## config.mk

```make
export PLATFORM = sky130hd
export DESIGN_NAME = linear_probe_hash_insert
export DESIGN_NICKNAME = d
export VERILOG_FILES = /design/src/hdl/lph_pkg.sv /design/src/hdl/lph_ctrl.sv /design/src/hdl/lph_datapath.sv /design/src/hdl/linear_probe_hash_insert.sv
export SDC_FILE = /design/constraint.sdc
export NUM_CORES = 1
export LEC_CHECK = 0
export BUFFER_PORTS_ARGS = -buffer_cell sky130_fd_sc_hd__buf_2
export CAP_MARGIN = 20
export CELL_PAD_IN_SITES_DETAIL_PLACEMENT = 2
export CELL_PAD_IN_SITES_GLOBAL_PLACEMENT = 2
export CORE_AREA = 2 2 293 324
export DETAILED_ROUTE_END_ITERATION = 7
export DIE_AREA = 0 0 295 326
export PLACE_DENSITY = 0.86
export RECOVER_POWER = 25
export SLEW_MARGIN = 0
export SYNTH_ARGS = -nofsm -noshare
export SYNTH_HDL_FRONTEND = slang
export SYNTH_SLANG_ARGS = --single-unit
```

## constraint.sdc

```tcl
create_clock -name clk -period 6.1 [get_ports clk]
set_input_delay 0.305 -clock clk [delete_from_list [all_inputs] [get_ports clk]]
set_output_delay 0.305 -clock clk [all_outputs]
set_load 0.05 [all_outputs]
```

## src/hdl/lph_pkg.sv

```systemverilog
`default_nettype none
package lph_pkg;
	localparam int IDX_W = 4;
	localparam int TABLE_SIZE = 2 ** IDX_W;
	localparam int KEY_W = 31;
	localparam int VAL_W = 32;
	localparam int SLOT_W = 4;
	localparam int ACT_W = 2;
	localparam int KIND_W = 2;

	localparam logic [ACT_W-1:0] ACT_INSERT = 2'd0;
	localparam logic [ACT_W-1:0] ACT_READ = 2'd1;
	localparam logic [ACT_W-1:0] ACT_CLEAR = 2'd2;

	localparam logic [KIND_W-1:0] RES_INSERTED = 2'd0;
	localparam logic [KIND_W-1:0] RES_FULL = 2'd1;
	localparam logic [KIND_W-1:0] RES_SLOT = 2'd2;
	localparam logic [KIND_W-1:0] RES_CLEARED = 2'd3;

	typedef enum logic [2:0] {
		ST_IDLE,
		ST_PROBE,
		ST_READ,
		ST_RDOUT,
		ST_CLEAR
	} lph_state_t;

	typedef struct packed {
		logic load;
		logic advance;
		logic ins_write;
		logic emit_ins;
		logic emit_drop;
		logic clear_all;
		logic rd_issue;
		logic emit_read;
	} lph_cmd_t;

	typedef struct packed {
		logic slot_free;
		logic last_probe;
	} lph_status_t;
endpackage
`default_nettype wire

```

## src/hdl/lph_ctrl.sv

```systemverilog
`default_nettype none
module lph_ctrl
	import lph_pkg::*;
(
	input  wire logic              clk,
	input  wire logic              arst_n,
	input  wire logic              start,
	input  wire logic [ACT_W-1:0]  action,
	input  wire lph_status_t       status,
	output lph_cmd_t               cmd,
	output logic                   busy
);
	lph_state_t state_q;
	lph_state_t state_d;

	always_ff @(posedge clk or negedge arst_n) begin
		if (!arst_n) begin
			state_q <= ST_IDLE;
		end else begin
			state_q <= state_d;
		end
	end

	always_comb begin
		state_d = state_q;
		unique case (state_q)
			ST_IDLE: begin
				if (start) begin
					unique case (action)
						ACT_INSERT: state_d = ST_PROBE;
						ACT_CLEAR:  state_d = ST_CLEAR;
						ACT_READ:   state_d = ST_READ;
						default:    state_d = ST_READ;
					endcase
				end
			end
			ST_PROBE: begin
				if (status.slot_free || status.last_probe) begin
					state_d = ST_IDLE;
				end
			end
			ST_READ:  state_d = ST_RDOUT;
			ST_RDOUT: state_d = ST_IDLE;
			ST_CLEAR: state_d = ST_IDLE;
			default:  state_d = ST_IDLE;
		endcase
	end

	always_comb begin
		cmd = '0;
		unique case (state_q)
			ST_IDLE: cmd.load = start;
			ST_PROBE: begin
				priority if (status.slot_free) begin
					cmd.ins_write = 1'b1;
					cmd.emit_ins = 1'b1;
				end else if (status.last_probe) begin
					cmd.emit_drop = 1'b1;
				end else begin
					cmd.advance = 1'b1;
				end
			end
			ST_READ:  cmd.rd_issue = 1'b1;
			ST_RDOUT: cmd.emit_read = 1'b1;
			ST_CLEAR: cmd.clear_all = 1'b1;
			default:  cmd = '0;
		endcase
	end

	assign busy = (state_q != ST_IDLE);
endmodule
`default_nettype wire

```

## src/hdl/lph_datapath.sv

```systemverilog
`default_nettype none
module lph_datapath
	import lph_pkg::*;
(
	input  wire logic                     clk,
	input  wire logic                     arst_n,
	input  wire lph_cmd_t                 cmd,
	input  wire logic [KEY_W-1:0]         item_key,
	input  wire logic signed [VAL_W-1:0]  item_value,
	input  wire logic [SLOT_W-1:0]        read_slot,
	output lph_status_t                   status,
	output logic                          done,
	output logic [KIND_W-1:0]             result_kind,
	output logic [SLOT_W-1:0]             slot_index,
	output logic                          slot_occupied,
	output logic [KEY_W-1:0]              slot_key,
	output logic signed [VAL_W-1:0]       slot_value
);
	logic [TABLE_SIZE-1:0]     valid_q;
	logic [KEY_W-1:0]          mem_key [TABLE_SIZE];
	logic signed [VAL_W-1:0]   mem_val [TABLE_SIZE];

	logic [KEY_W-1:0]          key_q;
	logic signed [VAL_W-1:0]   value_q;
	logic [SLOT_W-1:0]         rslot_q;
	logic [IDX_W-1:0]          pos_q;
	logic [IDX_W-1:0]          cnt_q;

	logic [KEY_W-1:0]          rd_key_q;
	logic signed [VAL_W-1:0]   rd_val_q;
	logic                      rd_occ_q;

	logic                      done_q;
	logic [KIND_W-1:0]         kind_q;
	logic [SLOT_W-1:0]         idx_q;
	logic                      occ_q;
	logic [KEY_W-1:0]          okey_q;
	logic signed [VAL_W-1:0]   oval_q;

	logic [IDX_W+SLOT_W-1:0]   rd_wide;
	logic [IDX_W-1:0]          rd_addr;
	logic                      rd_in_range;
	logic [IDX_W+SLOT_W-1:0]   pos_wide;
	logic [SLOT_W-1:0]         pos_slot;

	assign rd_wide = {{IDX_W{1'b0}}, rslot_q};
	assign rd_addr = rd_wide[IDX_W-1:0];
	assign rd_in_range = (rd_wide < (IDX_W + SLOT_W)'(TABLE_SIZE));
	assign pos_wide = {{SLOT_W{1'b0}}, pos_q};
	assign pos_slot = pos_wide[SLOT_W-1:0];

	assign status.slot_free = ~valid_q[pos_q];
	assign status.last_probe = (cnt_q == IDX_W'(TABLE_SIZE - 1));

	always_ff @(posedge clk or negedge arst_n) begin
		if (!arst_n) begin
			valid_q <= '0;
		end else if (cmd.clear_all) begin
			valid_q <= '0;
		end else if (cmd.ins_write) begin
			valid_q[pos_q] <= 1'b1;
		end
	end

	// item capture and probe walk
	always_ff @(posedge clk) begin
		if (cmd.load) begin
			key_q <= item_key;
			value_q <= item_value;
			rslot_q <= read_slot;
			pos_q <= item_key[IDX_W-1:0];
			cnt_q <= '0;
		end else if (cmd.advance) begin
			pos_q <= pos_q + 1'b1;
			cnt_q <= cnt_q + 1'b1;
		end
	end

	always_ff @(posedge clk) begin
		if (cmd.ins_write) begin
			mem_key[pos_q] <= key_q;
			mem_val[pos_q] <= value_q;
		end
	end

	always_ff @(posedge clk) begin
		if (cmd.rd_issue) begin
			rd_key_q <= mem_key[rd_addr];
			rd_val_q <= mem_val[rd_addr];
			rd_occ_q <= rd_in_range & valid_q[rd_addr];
		end
	end

	always_ff @(posedge clk or negedge arst_n) begin
		if (!arst_n) begin
			done_q <= 1'b0;
		end else begin
			done_q <= cmd.emit_ins | cmd.emit_drop | cmd.clear_all | cmd.emit_read;
		end
	end

	always_ff @(posedge clk) begin
		if (cmd.emit_ins) begin
			kind_q <= RES_INSERTED;
			idx_q <= pos_slot;
			occ_q <= 1'b1;
			okey_q <= key_q;
			oval_q <= value_q;
		end else if (cmd.emit_drop) begin
			kind_q <= RES_FULL;
			idx_q <= '0;
			occ_q <= 1'b0;
			okey_q <= '0;
			oval_q <= '0;
		end else if (cmd.clear_all) begin
			kind_q <= RES_CLEARED;
			idx_q <= '0;
			occ_q <= 1'b0;
			okey_q <= '0;
			oval_q <= '0;
		end else if (cmd.emit_read) begin
			kind_q <= RES_SLOT;
			idx_q <= rslot_q;
			occ_q <= rd_occ_q;
			okey_q <= rd_occ_q ? rd_key_q : '0;
			oval_q <= rd_occ_q ? rd_val_q : '0;
		end
	end

	assign done = done_q;
	assign result_kind = kind_q;
	assign slot_index = idx_q;
	assign slot_occupied = occ_q;
	assign slot_key = okey_q;
	assign slot_value = oval_q;
endmodule
`default_nettype wire

```

## src/hdl/linear_probe_hash_insert.sv

```systemverilog
// channel   direction  handshake                  payload
// command   in         start, taken when !busy    action, item_key, item_value, read_slot
// result    out        done, one-cycle strobe     result_kind, slot_index, slot_occupied,
//                                                 slot_key, slot_value
//
// insert: busy while probing, k = slots probed (1 to 16), one probe per cycle
//   against the valid flops; result strobes in the same cycle that busy drops
// read: busy through ST_READ (registered key/value memory read), then ST_RDOUT (result)
// clear: busy only in ST_CLEAR; all valid bits drop together, no sweep
// reset clears the valid bits at once; the next item may start while done shows
// no backpressure: the receiver cannot hold off done, so the result side never stalls
`default_nettype none
module linear_probe_hash_insert
	import lph_pkg::*;
(
	input  wire logic                     clk,
	input  wire logic                     arst_n,
	input  wire logic                     start,
	output logic                          busy,
	input  wire logic [ACT_W-1:0]         action,
	input  wire logic [KEY_W-1:0]         item_key,
	input  wire logic signed [VAL_W-1:0]  item_value,
	input  wire logic [SLOT_W-1:0]        read_slot,
	output logic                          done,
	output logic [KIND_W-1:0]             result_kind,
	output logic [SLOT_W-1:0]             slot_index,
	output logic                          slot_occupied,
	output logic [KEY_W-1:0]              slot_key,
	output logic signed [VAL_W-1:0]       slot_value
);
	lph_cmd_t    cmd;
	lph_status_t status;

	lph_ctrl u_ctrl (
		.clk    (clk),
		.arst_n (arst_n),
		.start  (start),
		.action (action),
		.status (status),
		.cmd    (cmd),
		.busy   (busy)
	);

	lph_datapath u_datapath (
		.clk           (clk),
		.arst_n        (arst_n),
		.cmd           (cmd),
		.item_key      (item_key),
		.item_value    (item_value),
		.read_slot     (read_slot),
		.status        (status),
		.done          (done),
		.result_kind   (result_kind),
		.slot_index    (slot_index),
		.slot_occupied (slot_occupied),
		.slot_key      (slot_key),
		.slot_value    (slot_value)
	);
endmodule
`default_nettype wire

```

==> flow_summary.ini, run 1 <==
[setup_path]
startpoint_type = register
crit_arrival_ns = 4.78
required_ns = 6.48
r2r_end = u_datapath.slot_key[12]
critPathCaptureType = register
path_cells = mux4_2 > mux2_2 > mux2i_4 > o21ai_0 > nand3_4 > buf_4
path_class = reg2reg
max_stage_delay_ns = 0.72
slowest_stage = edfxtp_1
r2r_slack_ns = 1.70
r2r_start = u_datapath.pos_q[1]
cp_max_fo = 36
reg2regPathDepth = 6

[floorplan]
core_area_mm2 = 0.09316
ios = 144
rows = 118
fp.dieH_um = 326
die-area_mm2 = 0.09617
start_util = 0.4940
die_w_um = 295

[routing]
drt_iter0_markers = 3358
drtPass1Iterations = 5
vias = 23301
ant_nets = 0
post_drt_wl_per_cell_um = 43.81
drc = 0
viasPerCell = 6.659
drt-total-wl_mm = 153.3

[placed_design]
dp.cells = 3191
post-dp-hpwl_mm = 86.29
io_buffer_count = 143
routabilityCongestion = 0.7963
dp_slack_ns = 1.825

[clocking]
ctsResizeCount = 0
clk_pin_slew_ns = 0.06
htree_levels = 4
clock_latency_ns = 0.78
cts_tree = yes
post_cts_buffers = 0
cts_buffer_depth = 3
clockRootBuffer = clkbuf_16
cts_buffers = 131
cts_sinks = 1237

[grt]
grt_pass1_wl_mm = 212.9
grt_pass1_vias = 24478
antenna_found_initial = 10
grt_start_max_net_pins = 136
track_usage = 0.3274
grt-ovfl-total = 0

[timing]
skew_ns = 0.04228
tightestPinTransition_ns = 1.635
hold_viol = 0
max_slew_margin = -0.08978
grt_setup_unrepaired = false
maxSlewViolCount = 21
fin_tns_setup_ns = 0
holdWs_ns = 0.2397
finalSetupViolations = 0
period_needed_ns = 4.404
fin_crit_sh = 0.7219
timing.final.ws_setup_ns = 1.696
fmax_mhz = 227.1

[min_path]
hold_end = u_ctrl.state_q[0]
hold_path_depth = 5
min_path_type = in2reg
min-delay-start = action[1]

[cells_and_area]
final_common_cell = edfxtp_1
instances_no_fill = 3499
syn2layout_area_growth_pct = 15.96
drive_gt1_frac = 0.3029
final_cell_mix = 1210 x edfxtp_1, 324 x mux4_2, 131 x clkbuf_16
final_nets = 2214

[run_status]
violations = max-capacitance violations, max-slew violations
status = finished, violations left

[pwr]
power.switching_w = 0.007968
intPower_w = 0.01679
p_leak_nw = 17.06
ir_worst_vdd_mv = 0.3213
swShare = 0.3219
clkPwrFrac = 0.321
pwr_density_cell_mw_per_mm2 = 463.9
p_comb_frac = 0.196
seqPwrFrac = 0.483

[yosys]
yosysSeqAreaShare = 0.8035
synth_top_area_frac = 0.7896
synth_fp_nets = 1925
synth-main-ff-cell = edfxtp_1
async_flop_share = 0.01617
yosysWarnings = 0
syn_avg_cell_area_um2 = 24.90
synth-edff-count = 1210
syn_area_mm2 = 0.04602
synth_cell_types = 43
yosys-top-cells-area = edfxtp_1 79%, mux4_2 16%, a22o_1 1.2%, dfrtp_1 1.1%, clkbuf_1 0.45%
yosys.area.top_type = edfxtp_1
syn_inst = 1848
synth-seq-cells = 1237

[run]
drv_cap = 1
-- state kept, by name, indices dropped and copies added (netlist names), 2 cells and up --
name	flops
u_datapath.slot_value	32
u_datapath.mem_val	512
u_datapath.cnt_q	4
u_datapath.valid_q	16
u_datapath.result_kind	2
u_datapath.slot_key	31
u_datapath.mem_key	496
u_datapath.value_q	32
u_datapath.rd_val_q	32
u_datapath.rd_key_q	31
u_datapath.key_q	31
u_ctrl.state_q	3
u_datapath.pos_q	4
u_datapath.rd_addr	4
u_datapath.slot_index	4
-- cells by family (layout without fill, tap and decap cells) --
logic type | after synthesis | count (layout) | share of synthesized area
flip-flops | 1237 | 1237 | 0.8035
multiplexers | 327 | 327 | 0.1595
AO/OA/AOI/OAI | 110 | 110 | 0.01868
buffers and inverters | 103 | 493 | 0.009298
AND/OR/NAND/NOR | 64 | 64 | 0.007260
adder cells (fa/ha/maj) | 5 | 5 | 0.001359
XOR/XNOR | 2 | 2 | 0.0003807
other | 0 | 1 | 0
-- how the worst max path moves through the flow --
| stage | start | endpoint | slack, ns | cells after the start |
|---|---|---|---|---|
| after floorplan | u_datapath.pos_q[1] | u_datapath.mem_key[12][0] | 1.29 | 5 |
| after global placement | u_datapath.pos_q[1] | u_datapath.slot_key[16] | 2.25 | 6 |
| after detailed placement | u_datapath.pos_q[1] | u_datapath.mem_key[14][8] | 1.83 | 5 |
| after CTS | u_datapath.pos_q[1] | u_datapath.slot_key[12] | 1.77 | 6 |
| after global routing | u_datapath.pos_q[1] | u_datapath.slot_key[20] | 1.53 | 6 |
| final | u_datapath.pos_q[1] | u_datapath.slot_key[12] | 1.70 | 6 |
-- synthesized netlist by cell type (all sizes together), types with 2 or more instances --
cell,number
a21oi,6
a22o,63
and2,13
and3,2
buf,38
clkbuf,55
dfrtp,20
dfxtp,7
edfxtp,1210
ha,5
inv,9
mux2,2
mux4,324
nand2,15
nand3,10
nand4b,2
nor2,12
nor3b,2
nor4b,2
o21a,16
o21ai,15
o311ai,2
-- power groups by stage --
stage               clock, W  combinational [W]  sequential (W)
finish               0.00794            0.00485          0.0120
global route         0.00825            0.00504          0.0120
CTS                  0.00798            0.00485          0.0119
floorplan                  0            0.00230          0.0123
global placement           0            0.00425          0.0118
detailed placement         0            0.00473          0.0121
-- worst max-delay path: cells and delay by family, from the launching register on --
kind | cells | cell delay, ns
simple gates | 1 | 0.65
buf+inv | 1 | 0.67
mux | 3 | 1.56
flops | 1 | 0.72
compound gates | 1 | 0.38
-- routing by layer --
layer / vias up / track usage / share of wire
met4: 10 / 0.1154 / 0.038
met1: 12997 / 0.4410 / 0.39
met5: - / 0 / 0.00035
li1: 8587 / - / -
met3: 303 / 0.04148 / 0.057
met2: 1404 / 0.5551 / 0.52
-- stage by stage --
| stage | area [µm²] | power (W) | utilization |
|---|---|---|---|
| finish | 53360 | 0.02476 | 0.5728 |
| global route | 53360 | 0.02531 | 0.5728 |
| CTS | 53370 | 0.02476 | 0.5729 |
| detailed placement | 48560 | 0.01678 | 0.5212 |
| global placement | 48240 | 0.01601 | 0.5178 |
| floorplan | 46020 | 0.01463 | - |
-- cell type report --
type | count | area (µm²)
clock buffer | 169 | 3451
multi-input combinational | 508 | 8710
tap | 1260 | 1577
timing repair buffer | 249 | 1959
sequential | 1237 | 36980
inverter | 10 | 40.04
clock inverter | 65 | 650.6
fill | 7386 | 39800
antenna | 1 | 2.502
-- repair_timing --
item                                    CTS  global route
endpoints found under the setup margin    0             0
hold buffers                             71             0
hold endpoints to repair                 91             0
No activity file was read; power rests on OpenSTA's default activity.
==> inputs of run 2 (changes only) <==
Settings changed: CORE_AREA 2 2 293 324 to 2 2 305 337, DIE_AREA 0 0 295 326 to 0 0 307 339, PLACE_DENSITY 0.86 to 0.83.
Clock period 6.1 ns to 3.9 ns, I/O delays scaled along.
==> run 2 against run 1 <==
  * The run still ends with max-capacitance violations, max-slew violations left
  * Register-to-register slack worse by 1.6 ns
  * Worst setup slack worse by 1.6 ns
  * Die area up 8.2%
  * Wire length is 1.0% lower
  * Cell area up 0.63%
  * Final cell count increased by 1.8%
  * Sequential power up 56%
  * Power up 57%
  * Clock skew is 0.0019 ns higher
  * Clock power is 54% higher
  * Critical endpoint is now u_datapath.mem_key[5][9]
  * Largest cell class unchanged
  * Largest power group unchanged
  * Highest routed layer unchanged
==> flow_summary.ini, run 2 (same netlist as run 1, synthesis figures left out) <==
[clocking]
cts_buffer_depth = 3
clock_latency_ns = 0.73
htree_levels = 3
cts_sinks = 1237
cts_buffers = 120
cts_tree = yes
clockRootBuffer = clkbuf_16
post_cts_buffers = 0
clk_pin_slew_ns = 0.06

[min_path]
min_path_type = in2reg

[floorplan]
die-area_mm2 = 0.1041
start_util = 0.4582
core_area_mm2 = 0.1004
rows = 122
die_w_um = 307
ios = 144
fp.dieH_um = 339

[cells_and_area]
largest_registers = u_datapath.mem_val (512), u_datapath.mem_key (496)
final_nets = 2235
final_area_mm2 = 0.05370
final_cell_mix = 1210 x edfxtp_1, 324 x mux4_2, 121 x clkbuf_16
top_register = u_datapath.mem_val
syn2layout_area_growth_pct = 16.69
instances_no_fill = 3561
drive_gt1_frac = 0.3171
final_common_cell = edfxtp_1
largest_register_ffs = 512

[setup_path]
cp_max_fo = 28
startpoint_type = register
required_ns = 4.27
path_class = reg2reg
critPathCaptureType = register
crit_arrival_ns = 4.19

[timing]
grt_setup_unrepaired = false
max_slew_margin = -0.04780
skew_ns = 0.04417
finalSetupViolations = 0
timing.final.ws_setup_ns = 0.08070
tightestPinTransition_ns = 1.572
fin_crit_sh = 0.9793
fmax_mhz = 261.8
period_needed_ns = 3.819
maxSlewViolCount = 21
hold_viol = 0

[grt]
antenna_found_initial = 8
grt_start_max_net_pins = 79
grt-ovfl-total = 0
grt_pass1_wl_mm = 211.5
track_usage = 0.2951
grt_pass1_vias = 24612

[pwr]
power_w = 0.03887
p_leak_nw = 17.21
pwr_density_cell_mw_per_mm2 = 723.8
ir_worst_vdd_mv = 0.6745

[placed_design]
dp.cells = 3267
io_buffer_count = 143
post-dp-hpwl_mm = 86.83
postPlaceCellArea_mm2 = 0.04904
routabilityCongestion = 0.7566
dp_slack_ns = 0.07630

[run_status]
violations = max-capacitance violations, max-slew violations
status = finished, violations left

[routing]
ant_nets = 0
post_drt_wl_per_cell_um = 42.62
viasPerCell = 6.543
drtPass1Iterations = 5
drt_iter0_markers = 2927
vias = 23301
drc = 0
drt-total-wl_mm = 151.8

[run]
drv_cap = 1
==> run 2: routing by layer <==
metal | vias to the layer above | part of all wire | global-route usage
met5 | - | 0.00036 | 0
met4 | 8 | 0.032 | 0.09553
met3 | 276 | 0.062 | 0.03782
met2 | 1340 | 0.51 | 0.4970
met1 | 13040 | 0.40 | 0.4027
li1 | 8637 | - | -
==> run 2: path summary, 6_finish.rpt <==
kind                                    startpoint                  endpoint  slack (ns)  depth (start not counted)
max in group asynchronous                   arst_n     u_datapath.valid_q[6]        2.56                          2
min reg2reg                u_datapath.rd_key_q[25]   u_datapath.slot_key[25]        0.54                          1
max reg2reg                    u_datapath.pos_q[1]  u_datapath.mem_key[5][9]        0.08                          5
min                                   item_key[26]      u_datapath.key_q[26]        0.19                          2
min in group asynchronous                   arst_n           u_datapath.done        0.40                          2
max                            u_datapath.pos_q[1]  u_datapath.mem_key[5][9]        0.08                          5
==> run 2: area by class of cell <==
| type | instances | area, µm² |
|---|---|---|
| fill | 8323 | 46740 |
| sequential | 1237 | 36980 |
| multi-input combinational | 508 | 8722 |
| clock buffer | 147 | 3186 |
| timing repair buffer | 281 | 2355 |
| tap | 1302 | 1629 |
| clock inverter | 75 | 789.5 |
| inverter | 10 | 40.04 |
| antenna | 1 | 2.502 |
==> run 2: worst max-delay path: stages (launching register included) <==
cell	delay, ns
edfxtp_1	0.76
mux4_2	0.61
mux2_2	0.36
nor4b_1	0.87
and2_4	0.55
buf_12	0.28
==> run 2: report_power, final <==
part           switching (W)  internal, W  total [W]
sequential           0.00168       0.0170     0.0187
clock                0.00545      0.00680     0.0122
combinational        0.00530      0.00263    0.00793
total                 0.0124       0.0264     0.0389
==> run 2: stage by stage <==
step / TNS [ns] / hold WS, ns / utilization
global placement: 0 / 0.1959 / 0.4882
CTS: 0 / 0.01593 / 0.5350
floorplan: -232.49 / -0.1006 / -
detailed placement: 0 / 0.2391 / 0.4882
global route: 0 / 0.1907 / 0.5346
finish: 0 / 0.1907 / 0.5346
==> run 2: timing repair <==
item / CTS / global route
hold endpoints to repair: 94 / 0
hold buffers: 71 / 0
resized for setup: 2 / 0
endpoints found under the setup margin: 217 / 0
